$ cat src/rtl/ig_pkg.sv
package ig_pkg;

   localparam int FvW        = 8;
   localparam int LblW       = 8;
   localparam int NumValuesW = 5;
   localparam int GainW      = 18;
   localparam int TotalW     = 13;
   localparam int FracW      = 16;
   localparam int MantW      = 31;
   localparam int MantShift  = 30;
   localparam int QueueDepth = 4;
   localparam int QueuePtrW  = 2;
   localparam int GainMax    = 131071;
   localparam int GainMin    = -131072;
   localparam logic [NumValuesW-1:0] NumValuesReset = 5'd2;

   typedef struct packed {
      logic [FvW-1:0] fv;
      logic           in_range;
      logic           is0;
      logic           is1;
      logic           last;
   } ig_row_type;

endpackage

$ cat src/rtl/ig_if.sv
interface ig_req_if import ig_pkg::*; ();
   logic            valid;
   logic            ready;
   logic [FvW-1:0]  feature_value;
   logic [LblW-1:0] class_label;
   logic            last_row;

   modport source (output valid, feature_value, class_label, last_row, input ready);
   modport sink (input valid, feature_value, class_label, last_row, output ready);
endinterface


$ cat src/rtl/ig_front.sv
module ig_front import ig_pkg::*; #(
   parameter int LIMW = 5
) (
   ig_req_if.sink           req,
   input  logic [LIMW-1:0]  limit,
   input  logic             full,
   output logic             push,
   output ig_row_type       row
);

   assign req.ready = !full;
   assign push      = req.valid && !full;

   always_comb begin
      row.fv       = req.feature_value;
      row.in_range = int'(req.feature_value) < int'(limit);
      row.is0      = (req.class_label == LblW'(0));
      row.is1      = (req.class_label == LblW'(1));
      row.last     = req.last_row;
   end

endmodule

$ cat src/flat_wrapper.sv
// flat-port wrapper written by rule: the top's interface ports become plain ports
module ig_front_flat import ig_pkg::*;
#(
   parameter int LIMW = 5
)
  (limit, full, push, row, req_valid, req_feature_value, req_class_label, req_last_row, req_ready);
  ig_req_if req_i ();
  input  logic [LIMW-1:0] limit;
  input  logic full;
  output logic push;
  output ig_row_type row;
  input wire logic [$bits(req_i.valid)-1:0] req_valid;
  input wire logic [$bits(req_i.feature_value)-1:0] req_feature_value;
  input wire logic [$bits(req_i.class_label)-1:0] req_class_label;
  input wire logic [$bits(req_i.last_row)-1:0] req_last_row;
  output wire logic [$bits(req_i.ready)-1:0] req_ready;
  assign req_i.valid = req_valid;
  assign req_i.feature_value = req_feature_value;
  assign req_i.class_label = req_class_label;
  assign req_i.last_row = req_last_row;
  assign req_ready = req_i.ready;
  ig_front #(.LIMW(LIMW)) u_core (.req(req_i), .limit(limit), .full(full), .push(push), .row(row));
endmodule
$ cat config.mk
export PLATFORM = sky130hd
export DESIGN_NAME = ig_front_flat
export DESIGN_NICKNAME = d
export VERILOG_FILES = /design/src/rtl/ig_pkg.sv /design/src/rtl/ig_if.sv /design/src/rtl/ig_front.sv /design/src/flat_wrapper.sv
export SDC_FILE = /design/constraint.sdc
export NUM_CORES = 1
export LEC_CHECK = 0
export ABC_AREA = 1
export BUFFER_PORTS_ARGS = -buffer_cell sky130_fd_sc_hd__buf_4
export CORE_AREA = 2 2 39 41
export DETAILED_ROUTE_END_ITERATION = 16
export DIE_AREA = 0 0 41 43
export PLACE_DENSITY_LB_ADDON = 0.2
export SYNTH_ARGS = -nofsm -noshare
export SYNTH_HDL_FRONTEND = slang
export SYNTH_SLANG_ARGS = --single-unit
$ cat constraint.sdc
create_clock -name vclk -period 1.2
set_input_delay 0.24 -clock vclk [all_inputs]
set_output_delay 0.24 -clock vclk [all_outputs]
set_load 0.01 [all_outputs]
==> summary.md <==
| Metric | Value |
|---|---|
| Routed WL per cell | `roughly 6.8 um` |
| Setup crit end kind | `output pin` |
| Setup violations, final | `3` |
| FP Rows | `14` |
| Via Count | `about 320` |
| Syn_nets | `70` |
| Post-synthesis adder-cell area fraction | `0.203` |
| Worst hold margin | `between 0.4 and 0.5 ns` |
| Vias in the first global route | `approximately 270` |
| Count of pins over their slew limit | `0` |
| Leakage | `around 0.30 nW` |
| Largest delay share family, worst path | `buffers and inverters` |
| Hold Crit Class | `primary input to output pin` |
| Worst path required time | `approximately 0.96 ns` |
| Final Hold Viols | `0` |
| Post CTS Setup Buffer Count | `0` |
| # DRC | `0` |
| Buffers on Ports | `36` |
| Synth Cell Area | `around 250 um^2` |
| Final nets | `99` |
| Ant diodes | `0` |
| RSZ-0062 raised after global routing | `yes` |
| Overall Power | `roughly 170 uW` |
| Syn-to-layout area delta | `120%` |
| Final worst path period need | `1.26 ns` |
| Largest family of logic cells by synthesized area | `buffers and inverters` |
| DR vias/cell | `3.74` |
| Largest net degree at the start of global routing | `4` |
| F_max | `793 MHz` |
| Max Cap Violations | `0` |
| Worst IR drop on VDD | `between 0.1 and 0.15 mV` |
| Fillcell total | `150` |
| Chip height | `about 43 um` |
| CP Class | `primary input to output pin` |
| RePlAce Congestion | `roughly 0.56` |
| Gr ovfl total | `0` |
| Power Dens Cells | `approximately 310 nW/um^2` |
| CP Max Fanout | `2` |
| Buf+Inv Stages, Crit Path | `3` |
| Fin area | `~540 um^2` |
| Failing checks | `setup timing` |
| Post-Syn Instances | `42` |
| Multiplexer share of the synthesized area | `0` |
| Worst setup path start | `req_feature_value[2]` |
| Iter 0 DRT Violations | `0` |
| Pre-CTS setup slack | `-0.169 ns` |
| Worst path slowest cell | `ha_4` |
| Period utilization | `1.05` |
| Die area | `1760 um^2` |
| Synth top area share | `0.274` |
| Post-synthesis sequential area ratio | `0` |
| First-pass GRT wire length | `roughly 840 um` |
| Commonest non-fill, non-tap cells in the layout | `buf_4, inv_1, nand2_1, nor2_1, buf_6` |
| Busiest layer in global routing | `met2` |
| Rel. slew slack | `0.911` |
| Synth Area in Simple Gates | `0.330` |
| Crit-path cells | `buf_4 -> ha_4 -> nand2_2 -> inv_2 -> nand2_1 -> nand2_1 -> a21oi_1 -> buf_4` |
| Share of cells above drive strength 1 | `0.710` |
| Worst Slack Setup Final | `-0.0604 ns` |
| Synth cell types | `9` |
| Placed Instance Area | `around 470 um^2` |
| CLK BUF | `0` |
| CP arrival | `~1.0 ns` |
| Worst slew pin tran | `0.132 ns` |
| Hpwl dp | `518 um` |
| GR Util met2 | `0.119` |
| Initial antenna violation count | `0` |
| Horiz. Die Dim | `between 40 and 50 um` |
| Starting Density | `0.178` |
| Total I/O pin count | `38` |
| Synth Warn # | `0` |
| Post-route ant nets | `0` |
| Area contributors post-synth | `buf_4, ha_1, inv_1, nand2_1, nor2_1` |
| Worst hold start | `req_last_row` |
| Met3 Resource Use GR | `0.00524` |
| Synth Area in XOR/XNOR | `0` |
| Post-synth top area cell | `buf_4` |
| Core Region | `~1400 um^2` |
| Crit-path max cell delay | `approximately 0.23 ns` |
| Total GRT Usage | `0.0609` |
| Syn Area/Cell | `around 5.9 um^2` |
| Complex-gate fraction of the synthesized area | `0.0406` |
| Worst hold stages | `0` |
| Hold endpoint | `row[0]` |
| Startpoint Class | `primary input` |
| Met1 Usage GRT | `0.0696` |
| Total Wirelength | `577 um` |
| Post-cts hold buffer count | `0` |
| FFs & Latches | `0` |
| Outcome | `finished, violations left` |
| DRT Pass-1 Iters | `1` |
| Most common cell after layout, fill and taps aside | `buf_4` |
| Reg area | `0 um^2` |
## power breakdown
part	switching, mW	internal, mW
Sequential	0	0
Combinational	0.0638	0.106
Clock	0	0
Total	0.0638	0.106
## worst max path at each step
stage	cells past startpoint	slack, ns	end
2_1_floorplan	5	0.02	row[3]
3_3_place_gp	6	-0.17	row[3]
3_5_place_dp	6	-0.17	row[3]
4_1_cts	9	-0.09	row[3]
5_1_grt	9	-0.1	row[3]
6_report	8	-0.06	row[3]
## final cells by class
class,count,area [um^2],area share
inverters,10,45.0,0.0829
multi-input cells,23,193,0.355
well taps,16,20.0,0.0369
repair buffers,36,285,0.525
## routing by layer
layer	vias up	wire [um]
met1	120	206
met5	-	0
li1	170	-
met2	28	261
met3	0	110
met4	0	0
## cells by family after synthesis
group / Yosys count
AOI/OAI and AO/OA: 2
buffers and inverters: 19
and+or+nand+nor: 17
adders and majority gates: 4
## through the flow
stage / utilization / TNS [ns] / std cells
global route: 0.392 / -0.212 / 85
detailed placement: 0.339 / -0.296 / 85
finish: 0.392 / -0.117 / 85
global placement: 0.339 / -0.272 / 85
floorplan: - / 0 / 42
CTS: 0.382 / -0.155 / 85
## what timing repair did
action                                  4_1_cts  5_1_grt
resized for setup                            12        6
pin swaps                                     7        5
endpoints found under the setup margin        3        3
## cells in the mapped netlist (all sizes together)
library cell and count:
nor3b 1, nand2 8, buf 9, nor2 6, a21oi 2, nor3 1
or3 1, ha 4, inv 10
Power figures use the tool's default switching activity.
