### config.mk
export PLATFORM = sky130hd
export DESIGN_NAME = ig_fifo
export DESIGN_NICKNAME = d
export VERILOG_FILES = /design/src/rtl/ig_pkg.sv /design/src/rtl/ig_fifo.sv
export SDC_FILE = /design/constraint.sdc
export NUM_CORES = 1
export LEC_CHECK = 0
export BUFFER_PORTS_ARGS = -buffer_cell sky130_fd_sc_hd__buf_4
export CAP_MARGIN = 10
export CORE_MARGIN = 5
export CORE_UTILIZATION = 54
export CTS_BUF_LIST = sky130_fd_sc_hd__clkbuf_4
export CTS_CLUSTER_DIAMETER = 60
export DETAILED_ROUTE_END_ITERATION = 10
export GPL_TIMING_DRIVEN = 0
export PLACE_DENSITY = 0.75
export SLEW_MARGIN = 10
export SYNTH_ARGS = -nofsm -noshare
export SYNTH_HDL_FRONTEND = slang
export SYNTH_SLANG_ARGS = --single-unit
### constraint.sdc
create_clock -name clock -period 1.8 [get_ports clock]
set_input_delay 0.09 -clock clock [delete_from_list [all_inputs] [get_ports clock]]
set_output_delay 0.09 -clock clock [all_outputs]
set_load 0.01 [all_outputs]
### src/rtl/ig_pkg.sv
package ig_pkg;

   localparam int FvW        = 8;
   localparam int LblW       = 8;
   localparam int NumValuesW = 5;
   localparam int GainW      = 18;
   localparam int TotalW     = 13;
   localparam int FracW      = 16;
   localparam int MantW      = 31;
   localparam int MantShift  = 30;
   localparam int QueueDepth = 4;
   localparam int QueuePtrW  = 2;
   localparam int GainMax    = 131071;
   localparam int GainMin    = -131072;
   localparam logic [NumValuesW-1:0] NumValuesReset = 5'd2;

   typedef struct packed {
      logic [FvW-1:0] fv;
      logic           in_range;
      logic           is0;
      logic           is1;
      logic           last;
   } ig_row_type;

endpackage

### src/rtl/ig_fifo.sv
module ig_fifo import ig_pkg::*; #(
   parameter int WIDTH = 8
) (
   input  logic             clock,
   input  logic             reset,
   input  logic             push,
   input  logic [WIDTH-1:0] push_data,
   output logic             full,
   input  logic             pop,
   output logic [WIDTH-1:0] pop_data,
   output logic             empty
);

   logic [WIDTH-1:0]     slot_ff [QueueDepth];
   logic [QueuePtrW-1:0] wp_ff, wp_in, rp_ff, rp_in;
   logic [QueuePtrW:0]   cnt_ff, cnt_in;

   assign full     = (cnt_ff == (QueuePtrW+1)'(QueueDepth));
   assign empty    = (cnt_ff == '0);
   assign pop_data = slot_ff[rp_ff];

   always_comb begin
      wp_in  = wp_ff;
      rp_in  = rp_ff;
      cnt_in = cnt_ff;
      if (push) begin
         wp_in = wp_ff + 1'b1;
      end
      if (pop) begin
         rp_in = rp_ff + 1'b1;
      end
      if (push && !pop) begin
         cnt_in = cnt_ff + 1'b1;
      end else if (pop && !push) begin
         cnt_in = cnt_ff - 1'b1;
      end
   end

   always_ff @(posedge clock) begin
      if (push) begin
         slot_ff[wp_ff] <= push_data;
      end
      if (reset) begin
         wp_ff  <= '0;
         rp_ff  <= '0;
         cnt_ff <= '0;
      end else begin
         wp_ff  <= wp_in;
         rp_ff  <= rp_in;
         cnt_ff <= cnt_in;
      end
   end

endmodule

==> results.md, run 1 <==
STA:
- The total count of hold-check failures in the final report was 0.
- The slew of the pin with the lowest slew margin is 0.463 ns.
- For the final database, setup skew stands at 0.00914 ns.
- Across all hold checks on the routed design, the worst slack comes to 0.0236 ns.
- The count of pins over their slew limit was 0.
- Setup repair after global routing left no endpoint under its margin.
- Setup violations remaining at the end of the flow were counted as 0.
- After layout, the worst path uses 90.4% of the clock period.
- The clock period minus worst slack is 1.63 ns.
- The normalized max-slew margin is 69.1%.
- The maximum operating frequency is 614 MHz.
- Setup total negative slack on the finished layout was measured at 0 ns.

GRT:
- The largest net degree at the start of global routing is 15.
- The global-route wire length before repair is 4370 µm.
- The total overflow left after global routing is 0.
- The via count of the first global-routing pass came to 907.
- The total routing usage reported by global routing is 14.4%.
- The initial antenna violation count is 0.

Routing:
- Dividing the detail-routed wire length by the instance count gives 16.8 µm.
- Dividing the detail-routed via count by the number of cells gives 5.36.
- In the routed design, unresolved DRC markers number 0.
- The first TritonRoute pass finished after 3 iterations.
- The detailed router placed 820 vias in this run.
- The wire length reported by the detailed router is 2570 µm.
- The detail route stage leaves a number of antenna-violating nets equal to 0.
- The first routing iteration left 21 violations.

Clocking:
- The clock latency on the worst-skew pair is 0.35 ns.
- TritonCTS created 5 clock buffers.
- The clock tree from TritonCTS is built.
- CTS placed an instance of sky130_fd_sc_hd__clkbuf_4 at the clock tree root.
- The number of cells upsized or downsized after cts is 0.
- The clock passes through at most 2 buffers.
- The number of clock sinks is 41.
- Clock-pin slew was measured on the worst setup and hold paths at 0.13 ns.
- CTS built an H-tree with a depth of 2.

Synth:
- The mean area per synthesized cell is 18.4 µm².
- The count of mapped cells out of synthesis is 86.
- The mapped cell area is 0.00159 mm².
- The number of nets in the synthesized netlist is 104.
- The number of register bits inferred by synthesis is 41.
- After synthesis, the netlist uses 20 different library cells.
- The number of warnings reported in the yosys synthesis log is 0.
- The sequential fraction of the synthesis area is 71.9%.

Placed design:
- At the end of routability-driven placement, the weighted congestion stood at 0.669.
- The number of instances in the placed design is 137.
- In this run the tool buffered the top-level ports with 20 buffer cells.
- The half-perimeter wire length of the detailed placement result is 1630 µm.

Finish:
- The final-stage net count is 139.
- For this run, the number of standard cells in the final layout without fillers is 153.
- The relative area change from synthesis to final layout is 22.2%.
- The fraction of final layout cells sized beyond drive strength 1 is 31.1%.
- The number of antenna diodes in the final layout is 0.
- The number of fillers in the final layout is 187.

Floorplan:
- The floorplan step set the die width to 64.2 µm.
- The vertical die dimension is 64.2 µm.
- Once the floorplan was initialized, standard cells occupied 57.0% of the core.
- The area of the core is 0.00278 mm².
- The floorplan step defined a die boundary enclosing 0.00412 mm².
- The number of core rows is 19.
- During I/O placement, the number of pins put on the boundary was 22.

Critical path:
- The length in cells of the worst reg-to-reg path is 4.
- The largest fanout on the critical path is 8.
- The arrival time at the worst endpoint is 1.54 ns.
- The slowest stage of the critical path belongs to the cell sky130_fd_sc_hd__mux4_2.
- The worst setup path is captured at an output port.
- The cell class contributing the biggest share of worst-path delay is multiplexers.
- The critical path's largest stage delay is 0.51 ns.
- The critical path goes through buf_6 -> mux4_2 -> buf_4.
- The start of the worst register-to-register path is cnt_ff[0].
- The kind of start point of the critical path is a flop.
- The critical setup path kind is reg -> out.
- STA puts the critical path data required time at 1.71 ns.
- The capturing point of the worst reg2reg path is cnt_ff[2].
- The combined buffer and inverter count along the critical path is 2.
- In this run the register-to-register setup slack is 0.30 ns.

Min path:
- The startpoint identified for the worst hold timing path is pop.
- Counting instances, the worst hold path has a depth of 3.
- The path class of the tightest hold or removal check is in -> reg.

Power:
- The reported leakage power is 0.722 nW.
- VDD sags by at most 0.971 mV.
- Power spread over the standard cell area amounts to 1030 mW/mm².

Outcome:
- The run finished with clean final reports.

Job:
- Across the run, the number of max-cap violations was 0.
-- cell usage after synthesis, drive strengths merged --
cell type  count  share of area (%)
xnor2          2                1.1
mux2i          2                1.3
ha             5                3.9
inv            4               0.95
fa             1                1.3
dfxtp          9                 11
xor2           3                1.7
edfxtp        32                 61
clkbuf         2               0.55
nor3b          1               0.47
and2           4                1.6
nand2          1               0.24
or3            1               0.39
a21oi          1               0.32
nor2           7                1.7
mux4           8                 11
o21ai          1               0.32
nor3           1               0.32
buf            1               0.71
-- layout by cell type (no fill, tap or decap), types with 2 or more instances in the layout --
master and instances:
sky130_fd_sc_hd__mux2i_1 2, sky130_fd_sc_hd__ha_1 5, sky130_fd_sc_hd__buf_4 20, sky130_fd_sc_hd__and2_1 4, sky130_fd_sc_hd__xnor2_1 2, sky130_fd_sc_hd__edfxtp_1 32
sky130_fd_sc_hd__clkbuf_4 5, sky130_fd_sc_hd__mux4_2 8, sky130_fd_sc_hd__dlygate4sd3_1 8, sky130_fd_sc_hd__inv_1 4, sky130_fd_sc_hd__nor2_1 7, sky130_fd_sc_hd__dfxtp_1 9
sky130_fd_sc_hd__xor2_1 3
-- how the worst max path moves through the flow --
stage / start / endpoint / depth (start not counted)
after global placement: pop / cnt_ff[2] / 8
after global routing: flop / pop_data[1] / 3
after CTS: flop / pop_data[4] / 3
after detailed placement: pop / cnt_ff[2] / 8
final: flop / pop_data[4] / 3
after floorplan: cnt_ff[0] / cnt_ff[2] / 4
-- where the power goes --
part	leakage, nW	internal [W]	switching, W
Clock	0.0457	0.000295	0.000309
Combinational	0.308	0.000157	0.000128
Sequential	0.368	0.00108	0.0000298
-- timing repair --
action	in CTS	in global routing
setup buffers	0	0
hold endpoints to repair	32	0
hold buffers	8	0
-- tightest hold or removal path, cell delays in order --
cell                      delay, ns
sky130_fd_sc_hd__buf_4         0.10
sky130_fd_sc_hd__xnor2_1       0.09
sky130_fd_sc_hd__nor2_1        0.08
-- stage by stage --
step | power [W] | setup slack, ns | util [%] | cell area [µm²]
2_1_floorplan | 0.00129 | 0.389 | - | 1590
3_3_place_gp | 0.00140 | 0.286 | 63.8 | 1780
3_5_place_dp | 0.00141 | 0.211 | 63.8 | 1780
4_1_cts | 0.00203 | 0.142 | 69.7 | 1940
5_1_grt | 0.00211 | 0.0757 | 69.7 | 1940
6_report | 0.00200 | 0.172 | 69.7 | 1940
-- metal layers --
layer	track usage (%)	share of wire (%)
met4	6.87	2.2
met1	15.8	40
met2	24.2	51
met5	0	0
met3	5.78	6.7
-- logic make-up after synthesis --
logic type	share of synthesized area, %
buf+inv	2.21
xor+xnor	2.76
flops	71.9
compound gates	0.630
mux	12.6
simple gates	4.65
fa+ha+maj	5.21
-- cell type report --
| type | count | area (µm²) | share of cell area, % |
|---|---|---|---|
| flip-flops and latches | 41 | 1140 | 58.9 |
| multi-input cells | 38 | 410 | 21.2 |
| repair buffers | 28 | 230 | 11.9 |
| clock inverters | 3 | 45.0 | 2.32 |
| well taps | 31 | 38.8 | 2.00 |
| clock buffers | 5 | 37.5 | 1.94 |
| plain buffers | 3 | 20.0 | 1.03 |
| inverters | 4 | 15.0 | 0.775 |
-- state kept, by name (all words and copies together) (netlist names), named ones only --
register / count
slot_ff: 32
cnt_ff: 3
rp_ff: 2
wp_ff: 2
(Power assumes the default switching activity.)
==> run 2, diff against run 1 <==
- BUFFER_PORTS_ARGS: -buffer_cell sky130_fd_sc_hd__buf_4 -> unset
- DONT_BUFFER_PORTS: unset -> 1
- PLACE_DENSITY: 0.75 -> 0.68
==> run 2 against run 1 <==
- total power decreased by 5.1%
- via count down 11%
- sequential power about the same
- register-to-register slack barely moved
- clock power fell by 5.3%
- largest power group unchanged
- highest routed layer unchanged
==> results.md, run 2 (synthesized netlist as in run 1, its figures left out) <==
Placed design:
- The half-perimeter wire length of the detailed placement result is 1500 µm.
- The count of input and output buffers is 0.
- The worst setup timing slack at the placement stage is 0.320 ns.
- Routability-driven placement finished with a final weighted congestion of 0.661.

Critical path:
- The startpoint identified for the worst register-to-register timing path is cnt_ff[0].
- Counting both buffers and inverters, the worst setup path holds a total of 1.
- The critical path is of the reg -> out type.
- The slowest stage cell on the critical path is sky130_fd_sc_hd__mux4_2.
- The worst register-to-register path ends at cnt_ff[2].
- The worst setup path is launched from a flop.
- The worst setup path is captured at an output port.
- The reg2reg setup slack is 0.30 ns.
- In this run the worst path has a maximum fanout of 8.
- The length in cells of the worst reg-to-reg path is 4.
- The largest single stage delay on the critical path is 0.56 ns.
- Data on the critical path is required at its endpoint by 1.71 ns.
- The critical path goes through buf_6 -> mux4_2.
- Grouping stages by cell kind, the critical path spends the most delay in multiplexers.
- The arrival time at the worst endpoint is 1.42 ns.

Finish:
- The sequential cells in the finished layout cover a total of 0.00114 mm².
- The relative area change from synthesis to final layout is 13.7%.
- More flip-flops sit in one register than any other, and that register is slot_ff.
- In the layout the commonest cells are sky130_fd_sc_hd__edfxtp_1 (32), sky130_fd_sc_hd__dlygate4sd3_1 (10), sky130_fd_sc_hd__dfxtp_1 (9), sky130_fd_sc_hd__mux4_2 (8), sky130_fd_sc_hd__nor2_1 (7).
- In the final layout, the registers with the most flip-flops are slot_ff: 32 flops, cnt_ff: 3 flops.
- The count of antenna diodes in the layout is 0.
- Summing all multi-input logic gate instances after layout gives 410 µm².
- Fill cells in the final layout number 219.
- The most common cell after layout, fill and taps aside is sky130_fd_sc_hd__edfxtp_1.
- The fraction of final layout cells sized beyond drive strength 1 is 16.3%.
- The register with the most flip-flops in the layout has 32 of them.
- The net count of the finished layout is 121.

GRT:
- The largest net degree at the start of global routing is 14.
- The total global routing overflow is 0.
- The first global-routing pass estimated 3830 µm of wire.
- The via count of the first global-routing pass is 796.
- Across every metal layer, demand over resource in global routing totals 12.9%.
- The initial antenna violation count is 0.

STA:
- The total count of hold-check failures in the final report is 0.
- The clock arrives with 0.0118 ns of skew.
- The final worst setup slack is 0.288 ns.
- The worst path uses 84.0% of the clock period.
- Setup violations remaining at the end of the flow were counted as 0.
- Measured against its own limit, the worst slew margin works out to 71.5%.
- Setup repair after global routing left no endpoint under its margin.
- The total negative slack for setup checks is 0 ns.
- The maximum operating frequency is 661 MHz.
- The slew of the pin with the lowest slew margin is 0.427 ns.
- The count of pins over their slew limit is 0.
- Subtracting the final worst setup slack from the clock period gives 1.51 ns.

Routing:
- The post-detailed-route DRC marker count is 0.
- The total number of vias is 731.
- The average wire per standard cell is 16.7 µm.
- The wire length reported by the detailed router is 2260 µm.
- The number of detailed-routing iterations run before antenna repair is 4.
- The number of antenna-violating nets in the routed design is 0.
- The detailed router finished its first iteration with 21 violations.
- The post-detailed-route via-to-cell ratio is 5.41.

Clocking:
- The worst-case clock buffer depth is 2.
- In this run the number of H-tree levels came out at 2.
- After clock tree synthesis, the clock-pin slew on the worst setup and hold paths is 0.12 ns.
- The number of buffers inserted during clock tree synthesis is 5.
- The post-CTS setup repair buffer count is 0.
- The number of cells upsized or downsized after cts is 0.
- The cell chosen for the clock root is sky130_fd_sc_hd__clkbuf_4.
- The clock tree from TritonCTS is built.
- The number of clock sinks is 41.
- The clock latency on the worst-skew pair is 0.34 ns.

Power:
- For this design the static power due to leakage is 0.627 nW.
- The worst-case IR drop observed on VDD is 1.28 mV.
- The power per cell area is 1050 mW/mm².

Min path:
- Along the worst hold path, the cell count comes to 2.
- The end point of the worst hold path is cnt_ff[1].
- The tightest min-delay check is of the in -> reg type.
- The worst hold path begins at reset.

Floorplan:
- The starting density of the core is 57.0%.
- The area of the die is 0.00412 mm².
- From bottom edge to top edge, the die measures 64.2 µm.
- The number of core rows is 19.
- The area of the core is 0.00278 mm².
- The width of the die is 64.2 µm.
- The top-level I/O count is 22.

Job:
- The tool flagged a number of max-cap violations equal to 0.

Outcome:
- The run finished with clean final reports.
## run 2: area by class of cell
type	count	share of cell area, %
sequential	41	63.2
tap	31	2.15
inverter	4	0.832
buffer	3	1.11
clock buffer	5	2.08
timing repair buffer	10	5.55
multi-input combinational	38	22.7
clock inverter	3	2.29
## run 2: power by group
part | internal (W) | switching, W | total [W]
clock network | 0.000288 | 0.000284 | 0.000572
registers | 0.00108 | 0.0000295 | 0.00111
logic | 0.000104 | 0.000113 | 0.000217
total | 0.00147 | 0.000427 | 0.00190
## run 2: worst max path at each step
stage | from | end | slack, ns | depth (start not counted)
after floorplan | cnt_ff[0] | cnt_ff[2] | 0.39 | 4
after global placement | cnt_ff[0] | cnt_ff[2] | 0.36 | 4
after detailed placement | cnt_ff[0] | cnt_ff[2] | 0.32 | 4
after CTS | flop | pop_data[3] | 0.26 | 2
after global routing | flop | pop_data[3] | 0.21 | 2
final | flop | pop_data[3] | 0.29 | 2
## run 2: per-stage QoR
step	cell area [µm²]	hold slack [ns]	instances	total power (W)	util, %
5_1_grt	1800	0.0699	135	0.00200	64.9
2_1_floorplan	1590	0.189	86	0.00129	-
3_3_place_gp	1630	0.189	117	0.00132	58.4
6_report	1800	0.0631	135	0.00190	64.9
3_5_place_dp	1630	0.189	117	0.00133	58.4
4_1_cts	1800	0.0479	135	0.00192	64.9
## run 2: what timing repair did
item / 4_1_cts / 5_1_grt
hold buffers: 10 / 0
endpoints found under the setup margin: 0 / 0
endpoints found under the hold margin: 38 / 0
## run 2: metal layers
layer  global-route usage (%)  up-vias  part of all wire, %
li1                         -      352                    -
met1                     14.7      354                   41
met2                     20.2       21                   49
met3                     6.13        4                  7.7
met4                     6.87        0                  2.4
met5                        0        -                    0
