===== config.mk =====
export PLATFORM = sky130hd
export DESIGN_NAME = ig_back_flat
export DESIGN_NICKNAME = d
export VERILOG_FILES = /design/src/rtl/ig_pkg.sv /design/src/rtl/ig_if.sv /design/src/rtl/ig_ram.sv /design/src/rtl/ig_log2.sv /design/src/rtl/ig_div.sv /design/src/rtl/ig_back.sv /design/src/flat_wrapper.sv
export SDC_FILE = /design/constraint.sdc
export NUM_CORES = 2
export LEC_CHECK = 0
export BUFFER_PORTS_ARGS = -buffer_cell sky130_fd_sc_hd__buf_2
export CAP_MARGIN = 10
export CORE_MARGIN = 1.5
export CORE_UTILIZATION = 35
export CTS_BUF_LIST = sky130_fd_sc_hd__clkbuf_2
export DETAILED_ROUTE_END_ITERATION = 6
export PLACE_DENSITY_LB_ADDON = 0.08
export SLEW_MARGIN = 10
export SYNTH_ARGS = -nofsm -noshare
export SYNTH_HDL_FRONTEND = slang
export SYNTH_SLANG_ARGS = --single-unit
export TNS_END_PERCENT = 5

===== constraint.sdc =====
create_clock -name clock -period 14.6 [get_ports clock]
set_clock_uncertainty 0.1 [all_clocks]
set_input_delay 2.92 -clock clock [delete_from_list [all_inputs] [get_ports clock]]
set_output_delay 2.92 -clock clock [all_outputs]
set_load 0.01 [all_outputs]

===== src/rtl/ig_pkg.sv =====
package ig_pkg;

   localparam int FvW        = 8;
   localparam int LblW       = 8;
   localparam int NumValuesW = 5;
   localparam int GainW      = 18;
   localparam int TotalW     = 13;
   localparam int FracW      = 16;
   localparam int MantW      = 31;
   localparam int MantShift  = 30;
   localparam int QueueDepth = 4;
   localparam int QueuePtrW  = 2;
   localparam int GainMax    = 131071;
   localparam int GainMin    = -131072;
   localparam logic [NumValuesW-1:0] NumValuesReset = 5'd2;

   typedef struct packed {
      logic [FvW-1:0] fv;
      logic           in_range;
      logic           is0;
      logic           is1;
      logic           last;
   } ig_row_type;

endpackage


===== src/rtl/ig_if.sv =====


interface ig_rsp_if import ig_pkg::*; ();
   logic                    valid;
   logic                    ready;
   logic signed [GainW-1:0] gain;
   logic [TotalW-1:0]       row_total;

   modport source (output valid, gain, row_total, input ready);
   modport sink (input valid, gain, row_total, output ready);
endinterface



===== src/rtl/ig_ram.sv =====
module ig_ram #(
   parameter int WIDTH = 8,
   parameter int DEPTH = 16
) (
   input  logic                     clock,
   input  logic                     wr_en,
   input  logic [$clog2(DEPTH)-1:0] wr_addr,
   input  logic [WIDTH-1:0]         wr_data,
   input  logic                     rd_en,
   input  logic [$clog2(DEPTH)-1:0] rd_addr,
   output logic [WIDTH-1:0]         rd_data
);

   logic [WIDTH-1:0] mem_ff [DEPTH];
   logic [WIDTH-1:0] rd_data_ff;

   always_ff @(posedge clock) begin
      if (wr_en) begin
         mem_ff[wr_addr] <= wr_data;
      end
      if (rd_en) begin
         rd_data_ff <= mem_ff[rd_addr];
      end
   end

   assign rd_data = rd_data_ff;

endmodule


===== src/rtl/ig_log2.sv =====
module ig_log2 import ig_pkg::*; #(
   parameter int CW = 13
) (
   input  logic                          clock,
   input  logic                          reset,
   input  logic                          start,
   input  logic [CW-1:0]                 x,
   output logic                          done,
   output logic [$clog2(CW)+FracW-1:0]   value
);

   localparam int KW = $clog2(CW);
   localparam int LW = KW + FracW;

   logic               busy_ff, busy_in;
   logic               done_ff, done_in;
   logic [3:0]         cnt_ff, cnt_in;
   logic [MantW-1:0]   y_ff, y_in;
   logic [FracW-1:0]   frac_ff, frac_in;
   logic [KW-1:0]      k_ff, k_in;
   logic [LW-1:0]      value_ff, value_in;
   logic [KW-1:0]      kx;
   logic [2*MantW-1:0] sq;
   logic [MantW:0]     y2;

   always_comb begin
      kx = '0;
      for (int i = 0; i < CW; i++) begin
         if (x[i]) begin
            kx = KW'(i);
         end
      end
   end

   assign sq = {{MantW{1'b0}}, y_ff} * {{MantW{1'b0}}, y_ff};
   assign y2 = sq[2*MantW-1:MantShift];

   always_comb begin
      busy_in  = busy_ff;
      done_in  = 1'b0;
      cnt_in   = cnt_ff;
      y_in     = y_ff;
      frac_in  = frac_ff;
      k_in     = k_ff;
      value_in = value_ff;
      if (start) begin
         busy_in = 1'b1;
         cnt_in  = '0;
         k_in    = kx;
         frac_in = '0;
         y_in    = MantW'(x) << (MantShift - int'(kx));
      end else if (busy_ff) begin
         frac_in = {frac_ff[FracW-2:0], y2[MantW]};
         y_in    = y2[MantW] ? y2[MantW:1] : y2[MantW-1:0];
         cnt_in  = cnt_ff + 1'b1;
         if (cnt_ff == 4'd15) begin
            busy_in  = 1'b0;
            done_in  = 1'b1;
            value_in = {k_ff, frac_in};
         end
      end
   end

   always_ff @(posedge clock) begin
      y_ff     <= y_in;
      frac_ff  <= frac_in;
      k_ff     <= k_in;
      value_ff <= value_in;
      cnt_ff   <= cnt_in;
      if (reset) begin
         busy_ff <= 1'b0;
         done_ff <= 1'b0;
      end else begin
         busy_ff <= busy_in;
         done_ff <= done_in;
      end
   end

   assign done  = done_ff;
   assign value = value_ff;

endmodule


===== src/rtl/ig_div.sv =====
module ig_div #(
   parameter int DW = 40,
   parameter int CW = 13
) (
   input  logic          clock,
   input  logic          reset,
   input  logic          start,
   input  logic [DW-1:0] dividend,
   input  logic [CW-1:0] divisor,
   output logic          done,
   output logic [DW-1:0] quotient
);

   localparam int NW = $clog2(DW);

   logic          busy_ff, busy_in;
   logic          done_ff, done_in;
   logic [NW-1:0] cnt_ff, cnt_in;
   logic [CW-1:0] rem_ff, rem_in;
   logic [DW-1:0] quo_ff, quo_in;
   logic [CW:0]   trial;
   logic [CW:0]   diff;
   logic          ge;

   assign trial = {rem_ff, quo_ff[DW-1]};
   assign ge    = trial >= {1'b0, divisor};
   assign diff  = trial - {1'b0, divisor};

   always_comb begin
      busy_in = busy_ff;
      done_in = 1'b0;
      cnt_in  = cnt_ff;
      rem_in  = rem_ff;
      quo_in  = quo_ff;
      if (start) begin
         busy_in = 1'b1;
         cnt_in  = '0;
         rem_in  = '0;
         quo_in  = dividend;
      end else if (busy_ff) begin
         rem_in = ge ? diff[CW-1:0] : trial[CW-1:0];
         quo_in = {quo_ff[DW-2:0], ge};
         cnt_in = cnt_ff + 1'b1;
         if (cnt_ff == NW'(DW-1)) begin
            busy_in = 1'b0;
            done_in = 1'b1;
         end
      end
   end

   always_ff @(posedge clock) begin
      cnt_ff <= cnt_in;
      rem_ff <= rem_in;
      quo_ff <= quo_in;
      if (reset) begin
         busy_ff <= 1'b0;
         done_ff <= 1'b0;
      end else begin
         busy_ff <= busy_in;
         done_ff <= done_in;
      end
   end

   assign done     = done_ff;
   assign quotient = quo_ff;

endmodule


===== src/rtl/ig_back.sv =====
module ig_back import ig_pkg::*; #(
   parameter int MAX_VALUES = 16,
   parameter int MAX_ROWS   = 4096,
   parameter int LIMW       = 5
) (
   input  logic            clock,
   input  logic            reset,
   input  logic [LIMW-1:0] limit,
   input  ig_row_type      row,
   input  logic            row_valid,
   output logic            row_pop,
   ig_rsp_if.source        rsp
);

   localparam int CW = $clog2(MAX_ROWS + 1);
   localparam int VW = $clog2(MAX_VALUES);
   localparam int KW = $clog2(CW);
   localparam int LW = KW + FracW;
   localparam int TW = CW + LW;
   localparam int SW = TW + $clog2(2 * MAX_VALUES) + 1;
   localparam int RW = 3 * CW;
   localparam logic signed [SW:0] GMAX = (SW+1)'(GainMax);
   localparam logic signed [SW:0] GMIN = (SW+1)'(GainMin);

   typedef enum logic [3:0] {
      S_IDLE, S_UPD, S_GRP, S_RD, S_LOGN, S_LOGC0, S_LOGC1,
      S_MUL0, S_MUL1, S_ACC, S_DIVP, S_DIVW, S_OUT
   } state_type;

   state_type               state_ff, state_in;
   logic [CW-1:0]           tot_n_ff, tot_n_in, tot_c0_ff, tot_c0_in, tot_c1_ff, tot_c1_in;
   logic [MAX_VALUES-1:0]   valid_ff, valid_in;
   logic [VW-1:0]           cur_idx_ff, cur_idx_in;
   logic                    cur_is0_ff, cur_is0_in, cur_is1_ff, cur_is1_in;
   logic                    cur_last_ff, cur_last_in;
   logic [CW-1:0]           opn_ff, opn_in, opc0_ff, opc0_in, opc1_ff, opc1_in;
   logic [LW-1:0]           ln_ff, ln_in, lc0_ff, lc0_in, lc1_ff, lc1_in;
   logic [TW-1:0]           prod_ff, prod_in;
   logic [SW-1:0]           psum_ff, psum_in, wsum_ff, wsum_in;
   logic [SW-1:0]           parent_ff, parent_in, wq_ff, wq_in;
   logic                    is_total_ff, is_total_in;
   logic [LIMW-1:0]         v_ff, v_in;
   logic                    started_ff, started_in;
   logic                    out_valid_ff, out_valid_in;
   logic signed [GainW-1:0] gain_ff, gain_in;
   logic [TotalW-1:0]       total_ff, total_in;

   logic                    ram_wr_en, ram_rd_en;
   logic [VW-1:0]           ram_rd_addr;
   logic [RW-1:0]           ram_wr_data, ram_rd_data;
   logic [CW-1:0]           rd_n, rd_c0, rd_c1;
   logic                    lg_start, lg_done;
   logic [CW-1:0]           lg_x;
   logic [LW-1:0]           lg_value;
   logic                    dv_start, dv_done;
   logic [SW-1:0]           dv_dividend, dv_quotient;
   logic [LIMW-1:0]         v_next;
   logic [LW-1:0]           diff0, diff1;
   logic signed [SW:0]      gdiff;
   logic signed [GainW-1:0] gsat;

   function automatic logic [CW-1:0] bump(input logic [CW-1:0] c);
      return (c < CW'(MAX_ROWS)) ? c + CW'(1) : c;
   endfunction

   ig_ram #(.WIDTH(RW), .DEPTH(MAX_VALUES)) u_ram (
      .clock   (clock),
      .wr_en   (ram_wr_en),
      .wr_addr (cur_idx_ff),
      .wr_data (ram_wr_data),
      .rd_en   (ram_rd_en),
      .rd_addr (ram_rd_addr),
      .rd_data (ram_rd_data)
   );

   ig_log2 #(.CW(CW)) u_log2 (
      .clock (clock),
      .reset (reset),
      .start (lg_start),
      .x     (lg_x),
      .done  (lg_done),
      .value (lg_value)
   );

   ig_div #(.DW(SW), .CW(CW)) u_div (
      .clock    (clock),
      .reset    (reset),
      .start    (dv_start),
      .dividend (dv_dividend),
      .divisor  (tot_n_ff),
      .done     (dv_done),
      .quotient (dv_quotient)
   );

   assign rd_n   = ram_rd_data[CW-1:0];
   assign rd_c1  = ram_rd_data[2*CW-1:CW];
   assign rd_c0  = ram_rd_data[3*CW-1:2*CW];
   assign v_next = v_ff + LIMW'(1);
   assign diff0  = ln_ff - lc0_ff;
   assign diff1  = ln_ff - lc1_ff;
   assign gdiff  = $signed({1'b0, parent_ff}) - $signed({1'b0, wq_ff});

   always_comb begin
      if (gdiff > GMAX) begin
         gsat = GainW'(GainMax);
      end else if (gdiff < GMIN) begin
         gsat = GainW'(GainMin);
      end else begin
         gsat = gdiff[GainW-1:0];
      end
   end

   always_comb begin
      state_in     = state_ff;
      tot_n_in     = tot_n_ff;
      tot_c0_in    = tot_c0_ff;
      tot_c1_in    = tot_c1_ff;
      valid_in     = valid_ff;
      cur_idx_in   = cur_idx_ff;
      cur_is0_in   = cur_is0_ff;
      cur_is1_in   = cur_is1_ff;
      cur_last_in  = cur_last_ff;
      opn_in       = opn_ff;
      opc0_in      = opc0_ff;
      opc1_in      = opc1_ff;
      ln_in        = ln_ff;
      lc0_in       = lc0_ff;
      lc1_in       = lc1_ff;
      prod_in      = prod_ff;
      psum_in      = psum_ff;
      wsum_in      = wsum_ff;
      parent_in    = parent_ff;
      wq_in        = wq_ff;
      is_total_in  = is_total_ff;
      v_in         = v_ff;
      started_in   = started_ff;
      out_valid_in = out_valid_ff;
      gain_in      = gain_ff;
      total_in     = total_ff;
      row_pop      = 1'b0;
      ram_rd_en    = 1'b0;
      ram_rd_addr  = row.fv[VW-1:0];
      ram_wr_en    = 1'b0;
      ram_wr_data  = '0;
      lg_start     = 1'b0;
      lg_x         = opn_ff;
      dv_start     = 1'b0;
      dv_dividend  = psum_ff;

      if (out_valid_ff && rsp.ready) begin
         out_valid_in = 1'b0;
      end

      unique case (state_ff)
         S_IDLE: begin
            if (row_valid) begin
               row_pop     = 1'b1;
               tot_n_in    = bump(tot_n_ff);
               if (row.is0) begin
                  tot_c0_in = bump(tot_c0_ff);
               end
               if (row.is1) begin
                  tot_c1_in = bump(tot_c1_ff);
               end
               cur_idx_in  = row.fv[VW-1:0];
               cur_is0_in  = row.is0;
               cur_is1_in  = row.is1;
               cur_last_in = row.last;
               if (row.in_range) begin
                  ram_rd_en = 1'b1;
                  state_in  = S_UPD;
               end else if (row.last) begin
                  state_in = S_GRP;
               end
            end
         end
         S_UPD: begin
            ram_wr_en = 1'b1;
            if (valid_ff[cur_idx_ff]) begin
               ram_wr_data = {cur_is0_ff ? bump(rd_c0) : rd_c0,
                              cur_is1_ff ? bump(rd_c1) : rd_c1,
                              bump(rd_n)};
            end else begin
               ram_wr_data = {cur_is0_ff ? CW'(1) : CW'(0),
                              cur_is1_ff ? CW'(1) : CW'(0),
                              CW'(1)};
            end
            valid_in[cur_idx_ff] = 1'b1;
            state_in = cur_last_ff ? S_GRP : S_IDLE;
         end
         S_GRP: begin
            opn_in      = tot_n_ff;
            opc0_in     = tot_c0_ff;
            opc1_in     = tot_c1_ff;
            is_total_in = 1'b1;
            v_in        = '0;
            psum_in     = '0;
            wsum_in     = '0;
            started_in  = 1'b0;
            state_in    = S_LOGN;
         end
         S_RD: begin
            if (valid_ff[v_ff[VW-1:0]]) begin
               opn_in  = rd_n;
               opc0_in = rd_c0;
               opc1_in = rd_c1;
            end else begin
               opn_in  = '0;
               opc0_in = '0;
               opc1_in = '0;
            end
            state_in = S_LOGN;
         end
         S_LOGN: begin
            lg_x = opn_ff;
            if (!started_ff) begin
               lg_start   = 1'b1;
               started_in = 1'b1;
            end else if (lg_done) begin
               ln_in      = lg_value;
               started_in = 1'b0;
               state_in   = S_LOGC0;
            end
         end
         S_LOGC0: begin
            lg_x = opc0_ff;
            if (!started_ff) begin
               lg_start   = 1'b1;
               started_in = 1'b1;
            end else if (lg_done) begin
               lc0_in     = lg_value;
               started_in = 1'b0;
               state_in   = S_LOGC1;
            end
         end
         S_LOGC1: begin
            lg_x = opc1_ff;
            if (!started_ff) begin
               lg_start   = 1'b1;
               started_in = 1'b1;
            end else if (lg_done) begin
               lc1_in     = lg_value;
               started_in = 1'b0;
               state_in   = S_MUL0;
            end
         end
         S_MUL0: begin
            prod_in  = TW'(opc0_ff) * TW'(diff0);
            state_in = S_MUL1;
         end
         S_MUL1: begin
            if (is_total_ff) begin
               psum_in = psum_ff + SW'(prod_ff);
            end else begin
               wsum_in = wsum_ff + SW'(prod_ff);
            end
            prod_in  = TW'(opc1_ff) * TW'(diff1);
            state_in = S_ACC;
         end
         S_ACC: begin
            if (is_total_ff) begin
               psum_in     = psum_ff + SW'(prod_ff);
               is_total_in = 1'b0;
               if (limit == '0) begin
                  state_in = S_DIVP;
               end else begin
                  ram_rd_en   = 1'b1;
                  ram_rd_addr = '0;
                  state_in    = S_RD;
               end
            end else begin
               wsum_in = wsum_ff + SW'(prod_ff);
               if (v_next == limit) begin
                  state_in = S_DIVP;
               end else begin
                  v_in        = v_next;
                  ram_rd_en   = 1'b1;
                  ram_rd_addr = v_next[VW-1:0];
                  state_in    = S_RD;
               end
            end
         end
         S_DIVP: begin
            dv_dividend = psum_ff;
            if (!started_ff) begin
               dv_start   = 1'b1;
               started_in = 1'b1;
            end else if (dv_done) begin
               parent_in  = dv_quotient;
               started_in = 1'b0;
               state_in   = S_DIVW;
            end
         end
         S_DIVW: begin
            dv_dividend = wsum_ff;
            if (!started_ff) begin
               dv_start   = 1'b1;
               started_in = 1'b1;
            end else if (dv_done) begin
               wq_in      = dv_quotient;
               started_in = 1'b0;
               state_in   = S_OUT;
            end
         end
         S_OUT: begin
            if (!out_valid_ff || rsp.ready) begin
               out_valid_in = 1'b1;
               gain_in      = gsat;
               total_in     = TotalW'(tot_n_ff);
               tot_n_in     = '0;
               tot_c0_in    = '0;
               tot_c1_in    = '0;
               valid_in     = '0;
               state_in     = S_IDLE;
            end
         end
         default: begin
            state_in = S_IDLE;
         end
      endcase
   end

   always_ff @(posedge clock) begin
      cur_idx_ff  <= cur_idx_in;
      cur_is0_ff  <= cur_is0_in;
      cur_is1_ff  <= cur_is1_in;
      cur_last_ff <= cur_last_in;
      opn_ff      <= opn_in;
      opc0_ff     <= opc0_in;
      opc1_ff     <= opc1_in;
      ln_ff       <= ln_in;
      lc0_ff      <= lc0_in;
      lc1_ff      <= lc1_in;
      prod_ff     <= prod_in;
      psum_ff     <= psum_in;
      wsum_ff     <= wsum_in;
      parent_ff   <= parent_in;
      wq_ff       <= wq_in;
      is_total_ff <= is_total_in;
      v_ff        <= v_in;
      gain_ff     <= gain_in;
      total_ff    <= total_in;
      if (reset) begin
         state_ff     <= S_IDLE;
         tot_n_ff     <= '0;
         tot_c0_ff    <= '0;
         tot_c1_ff    <= '0;
         valid_ff     <= '0;
         started_ff   <= 1'b0;
         out_valid_ff <= 1'b0;
      end else begin
         state_ff     <= state_in;
         tot_n_ff     <= tot_n_in;
         tot_c0_ff    <= tot_c0_in;
         tot_c1_ff    <= tot_c1_in;
         valid_ff     <= valid_in;
         started_ff   <= started_in;
         out_valid_ff <= out_valid_in;
      end
   end

   assign rsp.valid     = out_valid_ff;
   assign rsp.gain      = gain_ff;
   assign rsp.row_total = total_ff;

   a_c0_bounded: assert property (@(posedge clock) disable iff (reset)
      tot_c0_ff <= tot_n_ff) else $error("class 0 total above row total");

   a_c1_bounded: assert property (@(posedge clock) disable iff (reset)
      tot_c1_ff <= tot_n_ff) else $error("class 1 total above row total");

   a_upd_after_pop: assert property (@(posedge clock) disable iff (reset)
      state_ff == S_UPD |-> $past(row_pop) && $past(state_ff) == S_IDLE)
      else $error("count update without a popped word");

   a_out_ready_only: assert property (@(posedge clock) disable iff (reset)
      state_ff == S_OUT && out_valid_ff && !rsp.ready |=> state_ff == S_OUT)
      else $error("result overwritten while still pending");

endmodule

===== src/flat_wrapper.sv =====
// flat-port wrapper written by rule: the top's interface ports become plain ports
module ig_back_flat import ig_pkg::*;
#(
   parameter int MAX_VALUES = 16,
   parameter int MAX_ROWS   = 4096,
   parameter int LIMW       = 5
)
  (clock, reset, limit, row, row_valid, row_pop, rsp_valid, rsp_gain, rsp_row_total, rsp_ready);
  ig_rsp_if rsp_i ();
  input  logic clock;
  input  logic reset;
  input  logic [LIMW-1:0] limit;
  input  ig_row_type row;
  input  logic row_valid;
  output logic row_pop;
  output wire logic [$bits(rsp_i.valid)-1:0] rsp_valid;
  output wire logic [$bits(rsp_i.gain)-1:0] rsp_gain;
  output wire logic [$bits(rsp_i.row_total)-1:0] rsp_row_total;
  input wire logic [$bits(rsp_i.ready)-1:0] rsp_ready;
  assign rsp_valid = rsp_i.valid;
  assign rsp_gain = rsp_i.gain;
  assign rsp_row_total = rsp_i.row_total;
  assign rsp_i.ready = rsp_ready;
  ig_back #(.MAX_VALUES(MAX_VALUES), .MAX_ROWS(MAX_ROWS), .LIMW(LIMW)) u_core (.clock(clock), .reset(reset), .limit(limit), .row(row), .row_valid(row_valid), .row_pop(row_pop), .rsp(rsp_i));
endmodule

==> summary.txt <==
Status
  • Outcome: finished clean

Clock tree
  • Longest Clk Path Bufs: 4
  • Skew-Pair Late Insertion Delay: 1.72 ns
  • Root buf cell: clkbuf_2
  • CTS resizes: 0
  • Clock transition at path regs: about 0.09 ns
  • Clk sinks: around 1200
  • Clock tree from TritonCTS: built
  • H-tree level count: 5
  • Post-CTS Setup Bufs: 0
  • CTS Buf Count: around 340
  • Cts hold-fix bufs: 0

Detailed routing
  • WL final: around 280000 µm
  • Wire per inst: around 21 µm
  • DR iter-0 viols: slightly below 4000
  • Vias: between 60000 and 70000
  • DR vias/cell: about 5
  • DRC: 0
  • Post-DRT Antenna Nets: 0
  • Router iterations before antenna repair: 5

Critical path
  • CP max stage cell: edfxtp_1
  • CP required: around 16 ns
  • Critical Path Source Type: flop
  • Most common cell on crit path: fa_1
  • CP endpoint kind: flop
  • CP Buf/Inv Count: 6
  • FF-to-FF setup slack: around 4.1 ns
  • Crit-path max FO: between 40 and 50
  • Worst Setup Path Type: flop to flop
  • Cell family with most CP delay: adder cells
  • R2r startpoint: u_core.u_log2.y_ff[16]
  • Largest stage delay on the critical path: between 1 and 1.5 ns
  • Reg2reg end: u_core.u_log2.y_ff[7]
  • FF-to-FF path depth: 28
  • Arr. time, crit path: between 10 and 15 ns

Global route
  • Largest net degree at the start of global routing: between 150 and 200
  • Number of global-route vias before repair: ~72000
  • GRT overflow: 0
  • Total track usage: roughly a fifth
  • First-pass GRT wire length: 435000 µm
  • Initial antenna violation count: 20

Timing
  • Fin crit share: a little under three quarters
  • Fmax: roughly 96 MHz
  • Final setup vio count: 0
  • Slew Viols, Final: 0
  • Crit path time final: ~10 ns
  • Final hold vios: 0
  • RSZ-0062 raised after global routing: false
  • Setup_tns: 0 ns
  • Tightest Pin Transition: ~1.2 ns
  • Final worst slack: approximately 4.1 ns
  • Rel. slew slack: a little under a fifth

Logic synthesis
  • Most common cell in the netlist: inv_1
  • Async S/R FF share, synth: 0%
  • Syn nets: between 10000 and 15000
  • Adder-cell area share of the yosys netlist: between 30% and 40%
  • Unique masters post-synth: around 100
  • Mux contribution to synthesized area: 0.925%
  • Largest family of logic cells by synthesized area: adder cells
  • Synth Flop Type: edfxtp_1
  • Synth Cell Area: 98800 µm²
  • Post-synthesis compound-gate area fraction: about a tenth
  • Synth Area in Simple Gates: 12.7%
  • Area leader, netlist: edfxtp_1
  • Number of flops mapped to enable cells by yosys: about 1100
  • Mapped Cells: 9464
  • Number of synthesized register bits: approximately 1200
  • YS warnings: 0
  • Synth cell count leaders: inv_1 (1528), nand2_1 (1217), fa_1 (1149), edfxtp_1 (1089), ha_1 (588)
  • Seq/Total Area, Yosys: a little over a third
  • Xor/xnor share of the synthesized area: ~2.6%
  • Mean area per synthesized cell: 10.4 µm²
  • Area contributors post-synth: edfxtp_1 (33%), fa_1 (23%), ha_1 (7.4%), inv_1 (5.8%), nand2_1 (4.6%)
  • Yosys top cell area share: 33.1%

Die
  • Die area: ~290000 µm²
  • Row Count: 194
  • Die Span X: roughly 530 µm
  • Die Y: around 530 µm
  • Initial Util: between 30% and 40%
  • I/O Pins: 54
  • Core box area: roughly 280000 µm²

Layout
  • Footprint of the multi-input gates: around 57000 µm²
  • Area delta synth->final: 7.89%
  • Fillcell total: around 28000
  • Register area: about 35000 µm²
  • Share of layout cells above drive strength 1: 8.83%
  • Fin nets: between 10000 and 15000
  • Fin util: 38.0%

Placement
  • DP Worst Slack: 4.23 ns
  • DPL Wire Length: between 150000 and 200000 µm
  • Port bufs: 49
  • Placer Congestion: 0.824

Hold path
  • Worst Hold End: u_core.u_log2.frac_ff[9]
  • Type of the worst min-delay path: flop to flop
  • Worst hold path depth: 2
  • HP Start: u_core.u_log2.frac_ff[8]

Run
  • # Max-Cap Violations: 0
flip-flops by register name, summed over array words and instances, names as in the netlist, 31 cells and up:
| register | count |
|---|---|
| u_core.wsum_ff | 39 |
| u_core.wq_ff | 39 |
| u_core.u_div.quotient | 39 |
| u_core.psum_ff | 39 |
| u_core.prod_ff | 33 |
| u_core.parent_ff | 39 |
| u_core.u_ram.rd_data | 39 |
| u_core.u_log2.y_ff | 31 |
| u_core.u_ram.mem_ff | 624 |
worst min-delay path: stages, from the launching register on:
cell and delay (ns):
dfxtp_1 0.37, mux2i_1 0.08, nor2_1 0.07
layer usage:
layer	routed length, µm	part of all wire, %	GRT usage (%)	vias up
met2	136000	48	33.7	1382
met5	22	0.0078	0	-
met3	10300	3.7	2.21	433
li1	-	-	-	31781
met1	127000	45	26.6	34067
met4	7620	2.7	5.77	4
how the worst max path moves through the flow:
stage | slack, ns | cells after the start | from | endpoint
floorplan | 6.23 | 36 | u_core.ln_ff[0] | u_core.prod_ff[31]
global placement | 4.25 | 28 | u_core.u_log2.y_ff[16] | u_core.u_log2.y_ff[7]
detailed placement | 4.23 | 28 | u_core.u_log2.y_ff[16] | u_core.u_log2.y_ff[7]
CTS | 4.14 | 28 | u_core.u_log2.y_ff[16] | u_core.u_log2.y_ff[7]
global route | 3.72 | 28 | u_core.u_log2.y_ff[16] | u_core.u_log2.y_ff[7]
finish | 4.15 | 28 | u_core.u_log2.y_ff[16] | u_core.u_log2.y_ff[7]
layout by cell type (no fill, tap or decap), types with 66 or more instances in the layout:
master,netlist,routed
and2_1,531,531
a21oi_1,364,361
xnor2_1,135,122
a21o_1,128,128
nand2_1,1217,1217
ha_1,588,588
a311oi_1,88,88
nand3_1,67,66
inv_1,1528,1526
buf_4,7,142
clkbuf_2,1,499
nor2b_1,80,79
edfxtp_1,1089,1089
nor2_1,420,404
o21ai_0,254,251
a211oi_1,232,232
dfxtp_1,103,101
fa_1,1149,1149
nor3_1,89,80
xor2_1,149,146
a31oi_1,99,99
layout make-up:
type / count / area share (%)
antenna: 6 / 0.0141
clock buffer: 499 / 2.34
clock inverter: 96 / 0.559
inverter: 1531 / 5.39
multi-input combinational: 6303 / 53.4
sequential: 1192 / 32.6
tap: 3724 / 4.37
timing repair buffer: 195 / 1.30
kinds of logic after synthesis:
| kind of cell | Yosys count |
|---|---|
| XOR/XNOR | 286 |
| buffers and inverters | 1969 |
| flip-flops | 1192 |
| AO/OA/AOI/OAI | 1523 |
| multiplexers | 78 |
| adder cells (fa/ha/maj) | 1737 |
| AND/OR/NAND/NOR | 2679 |
through the flow:
stage | instances | hold slack [ns] | instance area [µm²]
after global routing | 13544 | 0.272 | 107000
after floorplan | 9464 | 0.300 | 98800
final | 13546 | 0.219 | 107000
after global placement | 12944 | 0.306 | 103000
after CTS | 13539 | 0.206 | 107000
after detailed placement | 12944 | 0.305 | 103000
Power is not shown: default switching activity piles up to over one toggle a cycle in this logic, so the estimate is an artifact.
